--- config.mk ---
export PLATFORM = sky130hd
export DESIGN_NAME = tcce_front
export DESIGN_NICKNAME = d
export VERILOG_FILES = /design/src/hdl/tcce_pkg.sv /design/src/hdl/tcce_front.sv
export SDC_FILE = /design/constraint.sdc
export NUM_CORES = 1
export LEC_CHECK = 0
export BUFFER_PORTS_ARGS = -buffer_cell sky130_fd_sc_hd__buf_4
export CAP_MARGIN = 20
export CORE_AREA = 5 5 42 44
export DETAILED_ROUTE_END_ITERATION = 6
export DIE_AREA = 0 0 47 49
export GPL_ROUTABILITY_DRIVEN = 0
export GPL_TIMING_DRIVEN = 0
export PLACE_DENSITY_LB_ADDON = 0.15
export RECOVER_POWER = 100
export SYNTH_ARGS = -nofsm -noshare
export SYNTH_HDL_FRONTEND = slang
export SYNTH_SLANG_ARGS = --single-unit
--- constraint.sdc ---
create_clock -name vclk -period 1.5
set_clock_uncertainty 0.2 [all_clocks]
set_input_delay 0.3 -clock vclk [all_inputs]
set_output_delay 0.3 -clock vclk [all_outputs]
set_load 0.01 [all_outputs]
--- src/hdl/tcce_pkg.sv ---
// Shared types and constants of the text console character engine.
`timescale 1ns / 1ps

package tcce_pkg;

   // Screen geometry and field widths.
   localparam int COLUMNS = 80;
   localparam int ROWS    = 25;
   localparam int CELLS   = ROWS * COLUMNS;
   localparam int ROW_W   = 5;
   localparam int COL_W   = 7;
   localparam int CELL_W  = 11;
   localparam int CODE_W  = 8;
   localparam int ATTR_W  = 8;
   localparam int DATA_W  = 16;
   localparam int CSR_W   = 32;
   localparam int ADDR_W  = 3;

   localparam logic [ROW_W-1:0]  LAST_ROW     = ROW_W'(ROWS - 1);
   localparam logic [COL_W-1:0]  LAST_COL     = COL_W'(COLUMNS - 1);
   localparam logic [CELL_W-1:0] CELL_COUNT   = CELL_W'(CELLS);
   localparam logic [CELL_W-1:0] LAST_CELL    = CELL_W'(CELLS - 1);
   localparam logic [CELL_W-1:0] SCROLL_CELLS = CELL_W'(CELLS - COLUMNS);
   localparam logic [CELL_W-1:0] ROW_STRIDE   = CELL_W'(COLUMNS);
   localparam int TAB_STEP = 8;

   // Character codes.
   localparam logic [CODE_W-1:0] CODE_PRINT_LO = 8'd32;
   localparam logic [CODE_W-1:0] CODE_PRINT_HI = 8'd126;
   localparam logic [CODE_W-1:0] CODE_BACK     = 8'd8;
   localparam logic [CODE_W-1:0] CODE_TAB      = 8'd9;
   localparam logic [CODE_W-1:0] CODE_LINE     = 8'd10;
   localparam logic [CODE_W-1:0] CODE_CLEAR    = 8'd12;
   localparam logic [CODE_W-1:0] CODE_RETURN   = 8'd13;
   localparam logic [CODE_W-1:0] CODE_BLANK    = 8'd32;

   localparam logic FUNC_CHAR = 1'b0;
   localparam logic FUNC_READ = 1'b1;

   // Register map: register index is paddr[2].
   localparam logic REG_ATTRIBUTE = 1'b0;
   localparam logic [ATTR_W-1:0] ATTR_RESET = 8'd117;

   // Queue between front and back.
   localparam int QUEUE_DEPTH = 2;
   localparam int QPTR_W      = 1;

   typedef enum logic [2:0] {
      OP_PRINT,
      OP_BACK,
      OP_TAB,
      OP_LINE,
      OP_CLEAR,
      OP_RETURN,
      OP_NONE,
      OP_READ
   } op_type;

   typedef struct packed {
      op_type              op;
      logic [CODE_W-1:0]   code;
      logic [CELL_W-1:0]   index;
   } entry_type;

   typedef struct packed {
      logic      valid;
      entry_type entry;
   } push_type;

   typedef enum logic [2:0] {
      ST_INIT,
      ST_IDLE,
      ST_READ,
      ST_SCROLL,
      ST_FILL
   } state_type;

   // Linear cell address of a row and column.
   function automatic logic [CELL_W-1:0] cell_addr(input logic [ROW_W-1:0] row,
                                                   input logic [COL_W-1:0] col);
      cell_addr = CELL_W'(CELL_W'(row) * ROW_STRIDE) + CELL_W'(col);
   endfunction

endpackage

--- src/hdl/tcce_front.sv ---
// Front end: accepts request words and decodes them into queue operations.
`timescale 1ns / 1ps

module tcce_front (
   input  logic                        req_valid,
   output logic                        req_ready,
   input  logic                        req_func,
   input  logic [tcce_pkg::CODE_W-1:0] req_char_code,
   input  logic [tcce_pkg::CELL_W-1:0] req_cell_index,
   input  logic                        init_busy,
   input  logic                        queue_full,
   output tcce_pkg::push_type          push
);
   import tcce_pkg::*;

   op_type op;

   always_comb begin
      op = OP_NONE;
      if (req_func == FUNC_READ) begin
         // Reads past the end of the screen return zero without touching memory.
         if (req_cell_index < CELL_COUNT) begin
            op = OP_READ;
         end
      end else if (req_char_code >= CODE_PRINT_LO && req_char_code <= CODE_PRINT_HI) begin
         op = OP_PRINT;
      end else begin
         unique case (req_char_code)
            CODE_BACK:   op = OP_BACK;
            CODE_TAB:    op = OP_TAB;
            CODE_LINE:   op = OP_LINE;
            CODE_CLEAR:  op = OP_CLEAR;
            CODE_RETURN: op = OP_RETURN;
            default:     op = OP_NONE;
         endcase
      end
   end

   assign req_ready        = !init_busy && !queue_full;
   assign push.valid       = req_valid && req_ready;
   assign push.entry.op    = op;
   assign push.entry.code  = req_char_code;
   assign push.entry.index = req_cell_index;

endmodule

; ---- Word level (Yosys, flattened, before mapping)
; Cells that the tools add are included.
[word_totals]
reg_bits = 0
in_bits = 23
wordCells = 17
[op_classes]
n_lt_le_gt_ge = 3
n_eq_ne = 5
n_mux = 4
reduce_logical = 5
[op_table]
columns = operator, count
row1 = $eq A8 B4 Y1 const B, 5
row2 = $pmux W3 S5, 1
row3 = $lt A11 B11 Y1 const B, 1
row4 = $ge A8 B6 Y1 const B, 1
row5 = $le A8 B7 Y1 const B, 1
row6 = $mux W3, 2
row7 = $logic_and A1 B1 Y1, 3
row8 = $logic_not A1 Y1, 2
row9 = $mux W1, 1

; ---- Longest topological paths before layout
; Gate-level depths: netlist of the first run.
[logic_depth]
ltp_word = 4
depth_mapped = 3

; ---- Worst setup path before layout of the first run
; Ideal clock, no wire load.
[synth_path]
path_type = input to output
start = input port req_char_code[3] (netlist bit)
end = output port push[21] (netlist bit)
arrival_time_ps = 878
slack_ps = 122
stages = 3
n_path_buf = 0
cell_sequence = nor2b_4 > a211o_1 > a2bb2oi_2
[synth_rtl]
columns = item, line
row1 = from (decl), tcce_front.sv:8  ; input logic [tcce_pkg::CODE_W-1:0] req_char_code,
row2 = to (decl), tcce_front.sv:12  ; output tcce_pkg::push_type push

==> results of run 1 <==
-- worst max-delay path, stage by stage --
cell and delay (ns):
buf_6 0.09, nor2b_4 0.12, a211o_1 0.26, a2bb2oi_2 0.12
buf_4 0.13
-- report_power, final --
group          switching (W)  total (W)  internal [W]  leakage, nW
Clock                      0          0             0            0
Sequential                 0          0             0            0
Combinational      0.0000715   0.000175      0.000104        0.298
Total              0.0000715   0.000175      0.000104        0.298
-- cell type report --
type	instances	area [um^2]	area share
Tap cell	16	20.0	0.0321
Timing Repair Buffer	44	282	0.452
Inverter	1	3.75	0.00602
Buffer	19	143	0.229
Multi-Input combinational cell	25	175	0.281
-- synth_stat cells --
cell and n:
a211o_1 1, a21oi_1 1, a2bb2oi_2 1, and2_1 1, buf_4 19, inv_1 1
nand2_1 2, nand3_1 2, nand4_1 2, nor2_1 6, nor2b_1 1, nor2b_4 1
nor3_1 1, o2111ai_1 1, o21ai_0 4, o22a_1 1
-- layout by cell type (no fill, tap or decap), types with 2 or more instances in the layout --
cell type  count
buf_4         42
buf_6          4
clkbuf_1      17
nand2_1        2
nand3_1        2
nand4_1        2
nor2_1         4
nor2_4         2
o21ai_0        3
-- per-layer routing --
layer | global-route usage | vias up | wire [um]
li1 | - | 226 | -
met1 | 0.0978 | 180 | 336
met2 | 0.122 | 27 | 471
met3 | 0.0221 | 0 | 177
met4 | 0 | 0 | 0
met5 | 0 | - | 0
-- through the flow --
| step | hold WS, ns | util | std cells |
|---|---|---|---|
| 3_5_place_dp | 0.578 | 0.456 | 104 |
| 4_1_cts | 0.578 | 0.471 | 105 |
| 6_report | 0.611 | 0.445 | 105 |
| 5_1_grt | 0.624 | 0.445 | 105 |
| 2_1_floorplan | 0.447 | - | 45 |
| 3_3_place_gp | 0.578 | 0.456 | 104 |
-- final timing paths --
check,slack (ns),cells after the start,endpoint,start
min,0.61,2,push[1],req_cell_index[1]
max,-0.02,5,push[21],req_char_code[3]
-- kinds of logic after synthesis --
| group | Yosys count | share of synthesized area |
|---|---|---|
| buffers and inverters | 20 | 0.494 |
| AOI/OAI and AO/OA | 9 | 0.224 |
| and+or+nand+nor | 16 | 0.283 |
-- timing repair --
action / in CTS / in global routing
buffers inserted: 1 / 0
endpoints found under the setup margin: 3 / 2
pin swaps: 2 / 3
resized for setup: 5 / 6
==> impl_metrics.env, run 1 <==
export IMPL_post_route_period_util=1.01
export IMPL_synth_seq_area_share=0
export IMPL_grt_pass1_vias=384
export IMPL_syn_area_per_cell_um2=6.59
export IMPL_dp_slack_ns=-0.122
export IMPL_critPathCaptureType="output port"
export IMPL_outcome="finished with violations"
export IMPL_slew_headroom=0.850
export IMPL_vdd_ir_drop_max_uv=106
export IMPL_dpl_hpwl_um=903
export IMPL_yosys_area_top_type_share=0.481
export IMPL_critPathKind="in -> out"
export IMPL_netlist_area_um2=297
export IMPL_p_per_area_nw_per_um2=281
export IMPL_seq_cells=0
export IMPL_setup_violations=1
export IMPL_grt_ovfl_total=0
export IMPL_start_util=0.212
export IMPL_nNetsFinal=114
export IMPL_crit_fanout=3
export IMPL_yosys_top_cells_area="buf_4 (48%), nor2_1 (7.6%), o21ai_0 (6.8%)"
export IMPL_final_area_um2=623
export IMPL_slew_violations=0
export IMPL_die_h_um=49
export IMPL_io_buffers=43
export IMPL_core_um2=1400
export IMPL_avgRoutedWirePerCell_um=9.38
export IMPL_synth_warning_count=0
export IMPL_avgViaCountPerCell=4.12
export IMPL_antenna_cells=0
export IMPL_die_area_um2=2300
export IMPL_synthCells=45
export IMPL_critPathLaunchType="input port"
export IMPL_seqCellArea_um2=0
export IMPL_n_fill_cell=163
export IMPL_cap_violations=0
export IMPL_power_w=0.000175
export IMPL_clock_buffers=0
export IMPL_grt_use_total=0.0737
export IMPL_grt_pass1_wl_mm=1.41
export IMPL_vias=433
export IMPL_layout_drive_gt1_share=0.584
export IMPL_place_area_um2=639
export IMPL_min_path_type="in -> out"
export IMPL_rsz0062_at_grt="true"
export IMPL_syn_num_nets=68
export IMPL_die_w_um=47
export IMPL_tightest_slew_ns=0.223
export IMPL_ctsHoldBuffers=0
export IMPL_violations="setup timing"
export IMPL_dr_pass1_iters=1
export IMPL_tns_ns=-0.0170
export IMPL_rows=14
export IMPL_antenna_found_initial=0
export IMPL_drtAntennaViolNets=0
export IMPL_ios=47
export IMPL_min_period_ns=1.52
export IMPL_clock_fmax_ghz=0.659
export IMPL_area_delta_synth_final_pct=110
export IMPL_grt_max_degree=7
export IMPL_dr_first_iter_drc_count=0
export IMPL_layout_setup_ws_ns=-0.0170
export IMPL_total_leakage_power_nw=0.298
export IMPL_critPathRequiredTime_ns=1.00
export IMPL_hold_violations=0
export IMPL_drt_wl_total_um=985
export IMPL_cp_arrival_ns=1.02
export IMPL_route_detailed_drc=0
export IMPL_yosysUniqueCellTypes=16
export IMPL_yosys_area_top_type="buf_4"
Power figures use the tool's default switching activity.
==> inputs of run 2 (changes only) <==
SKIP_LAST_GASP = 1   (was not set)
==> impl_metrics.env, run 2 (synthesized netlist as in run 1, its figures left out) <==
export IMPL_outcome="finished with violations"
export IMPL_violations="setup timing"
export IMPL_seq_cells=0
export IMPL_nNetsFinal=114
export IMPL_tightest_slew_ns=0.223
export IMPL_clock_fmax_ghz=0.659
export IMPL_grt_pass1_vias=384
export IMPL_whs_path_depth=2
export IMPL_swShare=0.408
export IMPL_critPathLaunchType="input port"
export IMPL_clock_buffers=0
export IMPL_critPathRequiredTime_ns=1.00
export IMPL_die_w_um=47
export IMPL_rsz0062_at_grt="true"
export IMPL_die_h_um=49
export IMPL_start_util=0.212
export IMPL_seqCellArea_um2=0
export IMPL_cap_violations=0
export IMPL_grt_use_total=0.0737
export IMPL_dr_first_iter_drc_count=0
export IMPL_io_buffers=43
export IMPL_min_to="push[1]"
export IMPL_grt_max_degree=7
export IMPL_antenna_cells=0
export IMPL_switching_power_w=0.0000716
export IMPL_vdd_ir_drop_max_uv=106
export IMPL_avgViaCountPerCell=4.12
export IMPL_layout_setup_ws_ns=-0.0170
export IMPL_total_leakage_power_nw=0.300
export IMPL_p_seq_frac=0
export IMPL_drtAntennaViolNets=0
export IMPL_holdCritStartpoint="req_cell_index[1]"
export IMPL_core_um2=1400
export IMPL_slew_violations=0
export IMPL_final_cell_mix="buf_4 (44), clkbuf_1 (16), nor2_1 (4)"
export IMPL_dp_slack_ns=-0.122
export IMPL_cpMaxStageDelayCell="a211o_1"
export IMPL_post_route_period_util=1.01
export IMPL_min_path_type="in -> out"
export IMPL_min_period_ns=1.52
export IMPL_intPower_w=0.000104
export IMPL_power_w=0.000176
export IMPL_slew_headroom=0.850
export IMPL_crit_chain="buf_6, nor2b_4, a211o_1, a2bb2oi_2, buf_4"
export IMPL_setup_violations=1
export IMPL_avgRoutedWirePerCell_um=9.34
export IMPL_route_detailed_drc=0
export IMPL_area_delta_synth_final_pct=110
export IMPL_final_common_cell="buf_4"
export IMPL_dpl_hpwl_um=903
export IMPL_grt_pass1_wl_mm=1.41
export IMPL_max_stage_delay_ns=0.26
export IMPL_final_area_um2=623
export IMPL_dr_pass1_iters=1
export IMPL_rows=14
export IMPL_antenna_found_initial=0
export IMPL_power_frac_comb=1.000
export IMPL_place_area_um2=639
export IMPL_grt_ovfl_total=0
export IMPL_vias=433
export IMPL_critPathKind="in -> out"
export IMPL_layout_drive_gt1_share=0.596
export IMPL_die_area_um2=2300
export IMPL_p_clk_frac=0
export IMPL_p_per_area_nw_per_um2=282
export IMPL_drt_wl_total_um=981
export IMPL_n_fill_cell=161
export IMPL_cp_arrival_ns=1.02
export IMPL_critPathCaptureType="output port"
export IMPL_crit_fanout=3
export IMPL_ios=47
export IMPL_hold_violations=0
-- run 2: cell count changes in the layout (fill, tap and decap cells not counted) --
cell	before	now
buf_6	4	3
clkbuf_1	17	16
buf_4	42	44
-- run 2: timing repair --
| item | in CTS | in global routing |
|---|---|---|
| gates cloned | 0 | 0 |
| hold buffers | 0 | 0 |
| resized for setup | 5 | 5 |
| endpoints found under the setup margin | 3 | 2 |
| pin swaps | 2 | 3 |
| setup buffers | 1 | 0 |
-- run 2: power groups by stage --
stage	Combinational (W)	Sequential (W)	Clock, W
after floorplan	0.0000785	0	0
after global placement	0.000182	0	0
after detailed placement	0.000184	0	0
after CTS	0.000191	0	0
after global routing	0.000191	0	0
final	0.000176	0	0
-- run 2: how the worst max path moves through the flow --
stage | startpoint | to | slack, ns
after global placement | req_char_code[7] | push[20] | -0.11
after floorplan | req_char_code[3] | push[21] | 0.12
after global routing | req_char_code[0] | push[21] | -0.04
after CTS | req_char_code[3] | push[21] | -0.02
final | req_char_code[3] | push[21] | -0.02
after detailed placement | req_char_code[7] | push[20] | -0.12
-- run 2: cell type report --
class	count	area [um^2]	area share
Buffer	19	143	0.229
Inverter	1	3.75	0.00602
Multi-Input combinational cell	25	175	0.281
Tap cell	16	20.0	0.0321
Timing Repair Buffer	44	282	0.452
-- run 2: worst max-delay path: cells and delay by family --
kind | cells | cell delay [ns]
and+or+nand+nor | 1 | 0.12
AOI/OAI and AO/OA | 2 | 0.38
buffers and inverters | 2 | 0.22
-- run 2: through the flow --
step | util | hold slack [ns] | instances | setup TNS, ns
detailed placement | 0.456 | 0.578 | 104 | -0.234
finish | 0.445 | 0.611 | 105 | -0.0170
global route | 0.445 | 0.624 | 105 | -0.0556
global placement | 0.456 | 0.578 | 104 | -0.224
floorplan | - | 0.447 | 45 | 0
CTS | 0.471 | 0.578 | 105 | -0.0334
-- run 2: metal layers --
layer / up-vias / wire length (um) / GRT usage
met4: 0 / 0 / 0
met1: 180 / 334 / 0.0978
li1: 226 / - / -
met2: 27 / 469 / 0.122
met3: 0 / 176 / 0.0221
met5: - / 0 / 0
