<file path="src/hdl/tcce_pkg.sv">
// Shared types and constants of the text console character engine.
`timescale 1ns / 1ps

package tcce_pkg;

   // Screen geometry and field widths.
   localparam int COLUMNS = 80;
   localparam int ROWS    = 25;
   localparam int CELLS   = ROWS * COLUMNS;
   localparam int ROW_W   = 5;
   localparam int COL_W   = 7;
   localparam int CELL_W  = 11;
   localparam int CODE_W  = 8;
   localparam int ATTR_W  = 8;
   localparam int DATA_W  = 16;
   localparam int CSR_W   = 32;
   localparam int ADDR_W  = 3;

   localparam logic [ROW_W-1:0]  LAST_ROW     = ROW_W'(ROWS - 1);
   localparam logic [COL_W-1:0]  LAST_COL     = COL_W'(COLUMNS - 1);
   localparam logic [CELL_W-1:0] CELL_COUNT   = CELL_W'(CELLS);
   localparam logic [CELL_W-1:0] LAST_CELL    = CELL_W'(CELLS - 1);
   localparam logic [CELL_W-1:0] SCROLL_CELLS = CELL_W'(CELLS - COLUMNS);
   localparam logic [CELL_W-1:0] ROW_STRIDE   = CELL_W'(COLUMNS);
   localparam int TAB_STEP = 8;

   // Character codes.
   localparam logic [CODE_W-1:0] CODE_PRINT_LO = 8'd32;
   localparam logic [CODE_W-1:0] CODE_PRINT_HI = 8'd126;
   localparam logic [CODE_W-1:0] CODE_BACK     = 8'd8;
   localparam logic [CODE_W-1:0] CODE_TAB      = 8'd9;
   localparam logic [CODE_W-1:0] CODE_LINE     = 8'd10;
   localparam logic [CODE_W-1:0] CODE_CLEAR    = 8'd12;
   localparam logic [CODE_W-1:0] CODE_RETURN   = 8'd13;
   localparam logic [CODE_W-1:0] CODE_BLANK    = 8'd32;

   localparam logic FUNC_CHAR = 1'b0;
   localparam logic FUNC_READ = 1'b1;

   // Register map: register index is paddr[2].
   localparam logic REG_ATTRIBUTE = 1'b0;
   localparam logic [ATTR_W-1:0] ATTR_RESET = 8'd117;

   // Queue between front and back.
   localparam int QUEUE_DEPTH = 2;
   localparam int QPTR_W      = 1;

   typedef enum logic [2:0] {
      OP_PRINT,
      OP_BACK,
      OP_TAB,
      OP_LINE,
      OP_CLEAR,
      OP_RETURN,
      OP_NONE,
      OP_READ
   } op_type;

   typedef struct packed {
      op_type              op;
      logic [CODE_W-1:0]   code;
      logic [CELL_W-1:0]   index;
   } entry_type;

   typedef struct packed {
      logic      valid;
      entry_type entry;
   } push_type;

   typedef enum logic [2:0] {
      ST_INIT,
      ST_IDLE,
      ST_READ,
      ST_SCROLL,
      ST_FILL
   } state_type;

   // Linear cell address of a row and column.
   function automatic logic [CELL_W-1:0] cell_addr(input logic [ROW_W-1:0] row,
                                                   input logic [COL_W-1:0] col);
      cell_addr = CELL_W'(CELL_W'(row) * ROW_STRIDE) + CELL_W'(col);
   endfunction

endpackage

</file>
<file path="src/hdl/tcce_queue.sv">
// Short queue of decoded operations between front and back.
`timescale 1ns / 1ps

module tcce_queue (
   input  logic                  clock,
   input  logic                  reset,
   input  tcce_pkg::push_type    push,
   output logic                  full,
   input  logic                  pop,
   output logic                  empty,
   output tcce_pkg::entry_type   head
);
   import tcce_pkg::*;

   entry_type          slot_ff [QUEUE_DEPTH];
   logic [QPTR_W-1:0]  wr_ptr_ff, wr_ptr_in;
   logic [QPTR_W-1:0]  rd_ptr_ff, rd_ptr_in;
   logic [QPTR_W:0]    count_ff, count_in;

   assign full  = count_ff == (QPTR_W+1)'(QUEUE_DEPTH);
   assign empty = count_ff == '0;
   assign head  = slot_ff[rd_ptr_ff];

   always_comb begin
      wr_ptr_in = push.valid ? wr_ptr_ff + 1'b1 : wr_ptr_ff;
      rd_ptr_in = pop ? rd_ptr_ff + 1'b1 : rd_ptr_ff;
      count_in  = count_ff + (QPTR_W+1)'(push.valid) - (QPTR_W+1)'(pop);
   end

   always_ff @(posedge clock) begin
      if (reset) begin
         wr_ptr_ff <= '0;
         rd_ptr_ff <= '0;
         count_ff  <= '0;
      end else begin
         wr_ptr_ff <= wr_ptr_in;
         rd_ptr_ff <= rd_ptr_in;
         count_ff  <= count_in;
      end
   end

   always_ff @(posedge clock) begin
      if (push.valid) begin
         slot_ff[wr_ptr_ff] <= push.entry;
      end
   end

endmodule

</file>
<file path="config.mk">
export PLATFORM = sky130hd
export DESIGN_NAME = tcce_queue
export DESIGN_NICKNAME = d
export VERILOG_FILES = /design/src/hdl/tcce_pkg.sv /design/src/hdl/tcce_queue.sv
export SDC_FILE = /design/constraint.sdc
export NUM_CORES = 1
export LEC_CHECK = 0
export ABC_AREA = 1
export BUFFER_PORTS_ARGS = -buffer_cell sky130_fd_sc_hd__buf_2
export CORE_ASPECT_RATIO = 0.75
export CORE_UTILIZATION = 48
export CTS_BUF_LIST = sky130_fd_sc_hd__clkbuf_4
export CTS_CLUSTER_DIAMETER = 200
export DETAILED_ROUTE_END_ITERATION = 8
export GPL_TIMING_DRIVEN = 0
export PLACE_DENSITY_LB_ADDON = 0.08
export SYNTH_ARGS = -nofsm -noshare
export SYNTH_HDL_FRONTEND = slang
export SYNTH_SLANG_ARGS = --single-unit
</file>
<file path="constraint.sdc">
create_clock -name clock -period 1.9 [get_ports clock]
set_clock_uncertainty 0.1 [all_clocks]
set_input_delay 0.38 -clock clock [delete_from_list [all_inputs] [get_ports clock]]
set_output_delay 0.38 -clock clock [all_outputs]
set_load 0.03 [all_outputs]
</file>
== Yosys cells after proc, flatten, opt, wreduce, memory -nomap -nowiden ==
Memory sizes are Yosys's and may differ from the RTL's. A register that Yosys moved wholly into a read port is not among the register bits.
Index checks and enable logic that the tools add are counted.
Cells by class
  muxes and demuxes: 4
  equal/unequal tests: 1
  add/subtract/negate cells: 4
  reduce and logical (&&, ||, !) cells: 1
Operators with widths (count)
  2-to-1 mux 1 bit: 4
  adder 1 bit (second input constant): 2
  adder 2 x 1 -> 2 bit: 1
  == test 2 bit (second input constant): 1
  logical NOT 2 bit: 1
  subtractor 2 x 1 -> 2 bit: 1
Word-level totals
  input bits: 26
  register bits: 4
  memories: 1
  bits in writable memories: 44
  output and inout port bits: 24
  word-level logic and storage cells: 14
Memory list
  slot_ff: depth 2, width 22, read ports 1, clocked after memory_dff 1, wr ports 1, RTL line tcce_queue.sv:15  | entry_type slot_ff [QUEUE_DEPTH];

== Depth between registers and ports, before layout ==
Gate-level depths: netlist of the first run.
  word-level depth: 3
  gate-level depth with buffers: 9
  depth with buffers taken out: 9

== Worst setup path before layout of the first run ==
OpenSTA, ideal clock, no wires.
  path kind: input -> register
  start point: in push[22] (netlist bit)
  end point: mem slot_ff[0][0] (netlist bit), enable pin
  arrival time: 1352 ps
  stages: 2
  data required time: 1399 ps
  buffers on the path: 0
  path slack: 47 ps
  setup time: 401 ps
  path through: inv_1 -> nor2_1
Between the ends
  word-level cells in the longest chain between the ends: 2
Ends and longest elaborated chain
  start, declared: RTL line tcce_queue.sv:7  | input tcce_pkg::push_type push,
  2-to-1 mux 1 bit: RTL line tcce_queue.sv:43  | if (push.valid) begin
  2-to-1 mux 1 bit (implied by the code): RTL line tcce_queue.sv:44  | slot_ff[wr_ptr_ff] <= push.entry;
  end, declared: RTL line tcce_queue.sv:15
No other way between the ends.

==> results of run 1 <==
[metrics by stage]
step	utilization [%]	TNS [ns]	worst slack (ns)	hold WS [ns]
finish	67.68	0	0.02149	0.09179
global route	67.68	-0.2905	-0.03538	0.07515
CTS	64.92	-0.02182	-0.006471	0.08450
detailed placement	62.13	0	0.1410	0.4052
global placement	61.62	-13.03	-0.5931	0.3971
floorplan	-	0	0.04698	0.3512
[critical path: stages (launching register included)]
cell     delay, ns
dfxtp_4       0.40
buf_8         0.14
mux2_2        0.33
buf_2         0.17
[flip-flops by register name, indices dropped and copies added, names as in the netlist, named ones only]
name       cells
slot_ff       44
count_ff       2
rd_ptr_ff      1
wr_ptr_ff      1
[layout by cell type, fill, tap and decap left out]
cell type,count
a21oi_1,1
buf_12,1
buf_2,32
buf_4,1
buf_6,17
buf_8,2
clkbuf_4,5
clkinv_1,2
clkinv_2,1
dfxtp_1,4
dfxtp_4,1
edfxtp_1,44
ha_1,2
inv_1,8
mux2_2,19
mux2_4,3
nand2_1,4
nand3_1,1
nor2_1,7
nor2_2,1
nor3_1,1
xnor2_1,1
[cell families after synthesis]
family,after synthesis
compound gates,1
xor+xnor,1
fa+ha+maj,2
buf+inv,10
flops,49
mux,22
simple gates,14
[cell type report]
class                   instances  area share [%]
plain buffers                   2           1.502
clock buffers                   5           1.609
clock inverters                 3          0.5365
inverters                       8           1.288
multi-input cells              40           15.24
flip-flops and latches         49           61.11
well taps                      50           2.682
repair buffers                 51           16.04
[final timing paths]
check | endpoint | cells past startpoint
worst max register to register | slot_ff[1][17]$_DFFE_PP_ | 2
worst max-delay path | head[13] | 3
worst min-delay path | slot_ff[1][15]$_DFFE_PP_ | 1
worst min register to register | flip-flop | 2
[layer usage]
layer | track usage (%) | wire length, um
met1 | 18.56 | 1189
met2 | 27.38 | 1569
met3 | 6.387 | 222
met4 | 7.283 | 46
met5 | 0 | 0
[power by group]
part	total (mW)	switching, mW	internal, mW
Sequential	1.26	0.0213	1.24
Clock	0.444	0.310	0.134
Combinational	0.430	0.240	0.191
[timing repair]
action                                  in CTS  in global routing
buffers inserted                             1                  0
resized for setup                           14                 37
endpoints found under the setup margin      20                 21
==> flow_metrics.py, run 1 <==
metrics = {
    "logic_synthesis": {
        "synth-xor-area-share_pct": 0.4824,
        "yosysWarnings": 0,
        "netlist_instances": 99,
        "synth_top_family_by_area": "multiplexers",
        "synth_compound_area_share_pct": 0.2757,
        "ys.flop_type": "edfxtp_1",
        "yosys-top-cells-count": "edfxtp_1 (44), mux2_2 (22), inv_1 (8), nor2_1 (8), dfxtp_1 (5)",
        "synth_cell_types": 12,
        "yosysTopAreaCellShare_pct": 72.78,
        "synth_top_cell_by_area": "edfxtp_1",
        "synth.area.top_cells": "edfxtp_1 (73%), mux2_2 (14%), dfxtp_1 (5.5%), inv_1 (1.7%), nor2_1 (1.7%)",
        "synthMuxAreaShare_pct": 13.65,
        "synth_edf_count": 44,
        "syn_avg_cell_area_um2": 18.34,
        "syn_area_um2": 1815,
        "synth_seq_cells": 49,
        "synth.most_common_cell": "edfxtp_1",
        "synth_simple_gate_area_share_pct": 3.032,
        "synth-adder-area-share_pct": 1.378,
        "ys_async_sr_fraction_pct": 0,
        "ys_seq_area_share_pct": 78.29,
        "synthesis.nets": 127,
    },
    "cells_and_area": {
        "drive_gt1_share_pct": 52.53,
        "multiInputGateArea_um2": 355.3,
        "area.sequential_um2": 1425,
        "post-route-cell-area_um2": 2332,
        "nFillCells": 254,
        "diodes": 0,
        "fin_cells": 208,
        "syn2layout_area_growth_pct": 28.46,
        "final_net_count": 185,
    },
    "sta": {
        "hold_violations": 0,
        "tightest_slew_ns": 0.9619,
        "rsz0062_at_grt": "true",
        "fin_crit_ns": 1.879,
        "finalCritPeriodShare_pct": 98.87,
        "slew_violations": 0,
        "max_freq_mhz": 532.3,
        "maxSlewHeadroom_pct": 35.80,
        "setup_violations": 0,
    },
    "clocking": {
        "ctsHoldBuffers": 0,
        "clk-insertion-delay-late_ns": 0.36,
        "h-tree-depth": 2,
        "cts_sinks": 49,
        "cts_max_path_buffers": 2,
        "clk_pin_slew_ns": 0.13,
        "root_buffer": "clkbuf_4",
        "cts_buffers": 5,
        "tritoncts": "done",
    },
    "placed_design": {
        "dp_hpwl_um": 2081,
        "placedInstanceArea_um2": 2141,
        "gp_congestion": 0.6067,
        "dp_cells": 199,
        "io_buffers": 49,
    },
    "floorplan": {
        "floorplan.rows": 18,
        "dieArea_um2": 4035,
        "start_util_pct": 52.69,
        "io_pins": 50,
        "die_height_um": 55.26,
        "fp.dieW_um": 73.02,
        "core_area_um2": 3446,
    },
    "routing": {
        "wire_per_inst_um": 14.56,
        "vias_per_cell": 4.808,
        "drt_first_pass_iters": 4,
        "antenna_left": 0,
        "wl_um": 3028,
        "drc": 0,
        "drtIter0Drc": 62,
        "num_vias": 1000,
    },
    "global_routing": {
        "grt.overflow.total": 0,
        "grt_pass1_vias": 1058,
        "grt_pass1_wl_um": 4719,
        "track_usage_pct": 16.44,
        "grt_antenna_before_repair": 0,
        "grt_start_max_net_pins": 24,
    },
    "worst_setup_path": {
        "r2r-start": "wr_ptr_ff$_SDFFE_PP0P_",
        "start_kind": "flip-flop",
        "required_ns": 1.42,
        "end_kind": "output pin",
        "worstSetupPathType": "flip-flop to output pin",
        "cp_max_fo": 10,
        "cp.arrival_ns": 1.40,
        "reg2reg_setup_slack_ns": 0.29,
    },
    "power_and_ir_drop": {
        "leakage_nw": 0.9230,
        "irDropWorstVdd_v": 0.0006896,
        "power_mw": 2.138,
        "power.density_nw_per_um2": 916.8,
    },
    "flow_run": {
        "drv_cap": 0,
    },
    "min_path": {
        "hold_path_class": "primary input to flip-flop",
        "hp-start": "push[15]",
    },
    "outcome": {
        "status": "finished clean",
    },
}
Power figures use the tool's default switching activity.
==> inputs of run 2 (changes only) <==
BUFFER_PORTS_ARGS = -buffer_cell sky130_fd_sc_hd__clkbuf_2   (was -buffer_cell sky130_fd_sc_hd__buf_2)
GPL_TIMING_DRIVEN = unset   (was 0)
==> flow_metrics.py, run 2 (same netlist as run 1, synthesis figures left out) <==
metrics = {
    "worst_setup_path": {
        "path_cells": "clkbuf_16, mux2_4, buf_8",
        "cp.arrival_ns": 1.40,
        "cpPeakStageDelay_ns": 0.43,
        "crit_slowest_cell": "dfxtp_4",
        "worstSetupPathType": "flip-flop to output pin",
        "crit_cells": 3,
        "cp_max_fo": 5,
        "end_kind": "output pin",
        "required_ns": 1.42,
        "critical-path-top-delay-family": "flip-flops",
        "cp_num_buf_inv": 2,
        "start_kind": "flip-flop",
        "ff2ff_path_depth": 8,
    },
    "routing": {
        "met1Wirelength_um": 1379,
        "wl_met3_um": 203,
        "wire_per_inst_um": 15.29,
        "vias_per_cell": 4.759,
        "drc": 0,
        "wl_um": 3242,
        "drtIter0Drc": 37,
        "drt_first_pass_iters": 3,
        "num_vias": 1009,
        "top_layer": "met4",
        "antenna_left": 0,
        "met2WireLength_um": 1613,
    },
    "floorplan": {
        "die_height_um": 55.26,
        "start_util_pct": 52.69,
        "io_pins": 50,
        "floorplan.rows": 18,
        "fp.dieW_um": 73.02,
        "core_area_um2": 3446,
        "dieArea_um2": 4035,
    },
    "clocking": {
        "clk_pin_slew_ns": 0.13,
        "clk-insertion-delay-late_ns": 0.36,
        "postCtsSetupBuffers": 0,
        "cts_buffers": 5,
        "h-tree-depth": 2,
        "root_buffer": "clkbuf_4",
        "cts_max_path_buffers": 2,
        "tritoncts": "done",
        "cts_sinks": 49,
    },
    "global_routing": {
        "grt_antenna_before_repair": 0,
        "grt.overflow.total": 0,
        "grt_start_max_net_pins": 16,
        "grt_pass1_vias": 1036,
        "grt_pass1_wl_um": 4726,
        "track_usage_pct": 16.61,
    },
    "sta": {
        "setup_tns_ns": 0,
        "rsz0062_at_grt": "true",
        "setup_violations": 0,
        "fin_crit_ns": 1.881,
        "finalCritPeriodShare_pct": 99.02,
        "slew_violations": 0,
        "hold_violations": 0,
        "maxSlewHeadroom_pct": 84.98,
        "max_freq_mhz": 531.5,
        "tightest_slew_ns": 0.2253,
    },
    "cells_and_area": {
        "diodes": 0,
        "layout_common_cells": "edfxtp_1 (44), clkbuf_2 (27), mux2_4 (22), buf_8 (19), inv_1 (8)",
        "drive_gt1_share_pct": 54.94,
        "syn2layout_area_growth_pct": 40.04,
        "final_net_count": 189,
        "final_common_cell": "edfxtp_1",
        "regMostFlops": "slot_ff",
        "reg_top3": "slot_ff: 44 flops, count_ff: 2 flops",
        "final_util_pct": 73.78,
        "largest_register_ffs": 44,
    },
    "outcome": {
        "status": "finished clean",
    },
    "placed_design": {
        "dp_hpwl_um": 2025,
        "gp_congestion": 0.6074,
        "io_buffers": 49,
    },
    "power_and_ir_drop": {
        "power.density_nw_per_um2": 887.6,
        "leakage_nw": 1.063,
        "irDropWorstVdd_v": 0.0006842,
    },
    "flow_run": {
        "drv_cap": 0,
    },
    "min_path": {
        "hold_path_class": "primary input to flip-flop",
        "hold_depth": 1,
    },
}
-- run 2: changes by cell type in the layout (fill, tap and decap cells not counted), moves of 2 or more --
cell	change
clkinv_1	-2
clkbuf_2	+27
mux2_2	-19
mux2_4	+19
buf_2	-32
buf_4	+3
buf_6	-11
buf_8	+17
-- run 2: layout make-up --
cell class / count / area, um^2
clock buffer: 6 / 45.04
tap: 50 / 62.56
timing repair buffer: 57 / 543.0
clock inverter: 2 / 10.01
fill: 212 / 903.4
inverter: 8 / 30.03
multi-input combinational: 40 / 426.7
sequential: 49 / 1425
-- run 2: path summary, 6_finish.rpt --
| check | start | to | slack (ns) |
|---|---|---|---|
| setup / recovery | flip-flop | head[12] | 0.02 |
| hold / removal | push[17] | slot_ff[0][17]$_DFFE_PP_ | 0.1 |
| setup reg to reg | count_ff[0]$_SDFF_PP0_ | count_ff[1]$_SDFF_PP0_ | 0.48 |
| hold reg to reg | wr_ptr_ff$_SDFFE_PP0P_ | wr_ptr_ff$_SDFFE_PP0P_ | 0.44 |
-- run 2: worst reg2reg max path, stage by stage, from the launching register on --
cell	delay, ns
dfxtp_1	0.38
inv_1	0.06
ha_1	0.27
inv_1	0.04
ha_1	0.18
inv_1	0.05
nand2_1	0.07
a21oi_1	0.13
nor2_1	0.06
-- run 2: metal layers --
layer	GRT usage (%)	vias to the layer above
met5	0	-
met4	6.723	0
met3	8.029	7
met2	26.72	33
met1	18.87	482
li1	-	487
-- run 2: report_power, final --
part	total, mW	leakage (nW)	switching [mW]	internal, mW
registers	1.27	0.455	0.0273	1.24
logic	0.526	0.572	0.260	0.266
clock network	0.461	0.0354	0.306	0.156
total	2.26	1.06	0.593	1.66
-- run 2: timing repair --
item / 4_1_cts / 5_1_grt
endpoints found under the setup margin: 22 / 22
resized for setup: 42 / 58
hold buffers: 0 / 0
cloned: 1 / 1
-- run 2: per-stage QoR --
stage,hold WS (ns),cells,cell area [um^2],worst slack (ns),power (mW)
final,0.09972,212,2542,0.01854,2.257
after global routing,0.06753,212,2542,-0.03657,2.348
after CTS,0.08885,211,2377,-0.01629,2.176
after detailed placement,0.4177,202,2148,0.3474,1.652
after global placement,0.3972,202,2148,0.3649,1.639
after floorplan,0.3512,99,1815,0.04698,1.534
==> inputs of run 3 (changes only) <==
CORE_MARGIN = 2   (was unset)
==> flow_metrics.py, run 3 (same netlist as run 1, synthesis figures left out) <==
metrics = {
    "routing": {
        "num_vias": 998,
        "wl_um": 2935,
        "drc": 0,
        "drtIter0Drc": 59,
        "drt_first_pass_iters": 4,
        "antenna_left": 0,
        "vias_per_cell": 4.730,
        "wire_per_inst_um": 13.91,
    },
    "sta": {
        "maxSlewHeadroom_pct": 77.78,
        "slew_violations": 0,
        "fin_crit_ns": 1.863,
        "max_freq_mhz": 536.8,
        "finalWorstSetupSlack_ns": 0.03712,
        "finalCritPeriodShare_pct": 98.05,
        "setup_violations": 0,
        "holdWs_ns": 0.1141,
        "rsz0062_at_grt": "true",
        "tightest_slew_ns": 0.3329,
        "hold_violations": 0,
    },
    "cells_and_area": {
        "nFillCells": 279,
        "final_common_cell": "edfxtp_1",
        "syn2layout_area_growth_pct": 30.67,
        "final_util_pct": 65.22,
        "drive_gt1_share_pct": 54.09,
        "final_net_count": 186,
        "regMostFlops": "slot_ff",
        "largest_register_ffs": 44,
        "post-route-cell-area_um2": 2372,
        "diodes": 0,
        "layout_common_cells": "edfxtp_1 (44), clkbuf_2 (27), buf_6 (24), mux2_2 (22)",
        "reg_top3": "slot_ff: 44 flops, count_ff: 2 flops",
    },
    "worst_setup_path": {
        "reg2reg_setup_slack_ns": 0.52,
        "r2r-start": "count_ff[0]$_SDFF_PP0_",
        "cp_num_buf_inv": 2,
        "start_kind": "flip-flop",
        "cpPeakStageDelay_ns": 0.40,
        "r2r-end": "count_ff[1]$_SDFF_PP0_",
        "end_kind": "output pin",
        "ff2ff_path_depth": 9,
        "worstSetupPathType": "flip-flop to output pin",
        "crit_slowest_cell": "dfxtp_4",
        "required_ns": 1.42,
        "critPathCapture": "head[10]",
        "cp.arrival_ns": 1.38,
        "path_cells": "buf_8, mux2_2, buf_6",
        "crit_cells": 3,
        "cp_max_fo": 8,
        "critical-path-top-delay-family": "flip-flops",
    },
    "power_and_ir_drop": {
        "power.density_nw_per_um2": 919.6,
        "irDropWorstVdd_v": 0.0006006,
        "seqPwrFrac_pct": 57.9,
        "power.switching_mw": 0.5500,
        "leakage_nw": 0.9389,
        "p_int_mw": 1.632,
        "p_clk_share_pct": 22.0,
        "pwr-share-comb_pct": 20.1,
        "switching_share_pct": 25.21,
    },
    "floorplan": {
        "fp.dieW_um": 75.02,
        "dieArea_um2": 4295,
        "io_pins": 50,
        "floorplan.rows": 19,
        "die_height_um": 57.26,
        "start_util_pct": 49.91,
        "core_area_um2": 3637,
    },
    "global_routing": {
        "grt_antenna_before_repair": 0,
        "grt_start_max_net_pins": 23,
        "grt_pass1_vias": 1083,
        "grt_pass1_wl_um": 4574,
        "grt.overflow.total": 0,
        "track_usage_pct": 14.69,
    },
    "clocking": {
        "clk_pin_slew_ns": 0.13,
        "clk-insertion-delay-late_ns": 0.35,
        "ctsHoldBuffers": 0,
        "cts_max_path_buffers": 2,
        "tritoncts": "done",
        "cts_sinks": 49,
        "root_buffer": "clkbuf_4",
        "h-tree-depth": 2,
        "cts_buffers": 5,
        "postCtsSetupBuffers": 0,
    },
    "placed_design": {
        "dp_hpwl_um": 1943,
        "io_buffers": 49,
        "gp_congestion": 0.7076,
        "placedInstanceArea_um2": 2148,
        "post-place-ws_ns": 0.3189,
    },
    "flow_run": {
        "drv_cap": 0,
    },
    "outcome": {
        "status": "finished clean",
    },
    "min_path": {
        "hp-start": "push[11]",
        "hold_path_class": "primary input to flip-flop",
    },
}
[run 3: repair_timing]
item | in CTS | in global routing
pin swaps | 0 | 0
gates cloned | 1 | 0
setup endpoints to repair | 15 | 22
gates resized for setup | 15 | 68
[run 3: layer usage]
layer	vias to the layer above	wire length, um	track usage (%)
li1	485	-	-
met1	479	1314	17.91
met2	32	1428	23.68
met3	2	183	5.830
met4	0	9	5.357
met5	-	0	0
[run 3: how the worst min path moves through the flow]
stage	end	slack [ns]	depth (start not counted)
floorplan	count_ff[0]$_SDFF_PP0_	0.35	1
global route	slot_ff[0][17]$_DFFE_PP_	0.08	1
detailed placement	rd_ptr_ff$_SDFFE_PP0P_	0.42	2
global placement	rd_ptr_ff$_SDFFE_PP0P_	0.40	2
finish	slot_ff[1][11]$_DFFE_PP_	0.11	1
CTS	slot_ff[1][21]$_DFFE_PP_	0.10	1
[run 3: power by group through the flow]
stage / Combinational (mW) / Sequential [mW] / Clock (mW)
after floorplan: 0.252 / 1.28 / 0
after global placement: 0.359 / 1.28 / 0
after detailed placement: 0.365 / 1.29 / 0
final: 0.439 / 1.26 / 0.480
after global routing: 0.470 / 1.27 / 0.540
after CTS: 0.384 / 1.26 / 0.500
[run 3: final cells by class]
| class | count | area (um^2) | share of cell area [%] |
|---|---|---|---|
| repair buffers | 54 | 447.9 | 18.88 |
| well taps | 52 | 65.06 | 2.743 |
| clock buffers | 8 | 60.06 | 2.532 |
| flip-flops and latches | 49 | 1425 | 60.07 |
| inverters | 8 | 30.03 | 1.266 |
| multi-input cells | 40 | 344.1 | 14.50 |
[run 3: stage by stage]
stage | std cells | power [mW] | TNS [ns]
finish | 211 | 2.182 | 0
global route | 211 | 2.279 | -0.1047
CTS | 211 | 2.147 | -0.1178
detailed placement | 202 | 1.650 | 0
global placement | 202 | 1.641 | 0
floorplan | 99 | 1.534 | 0
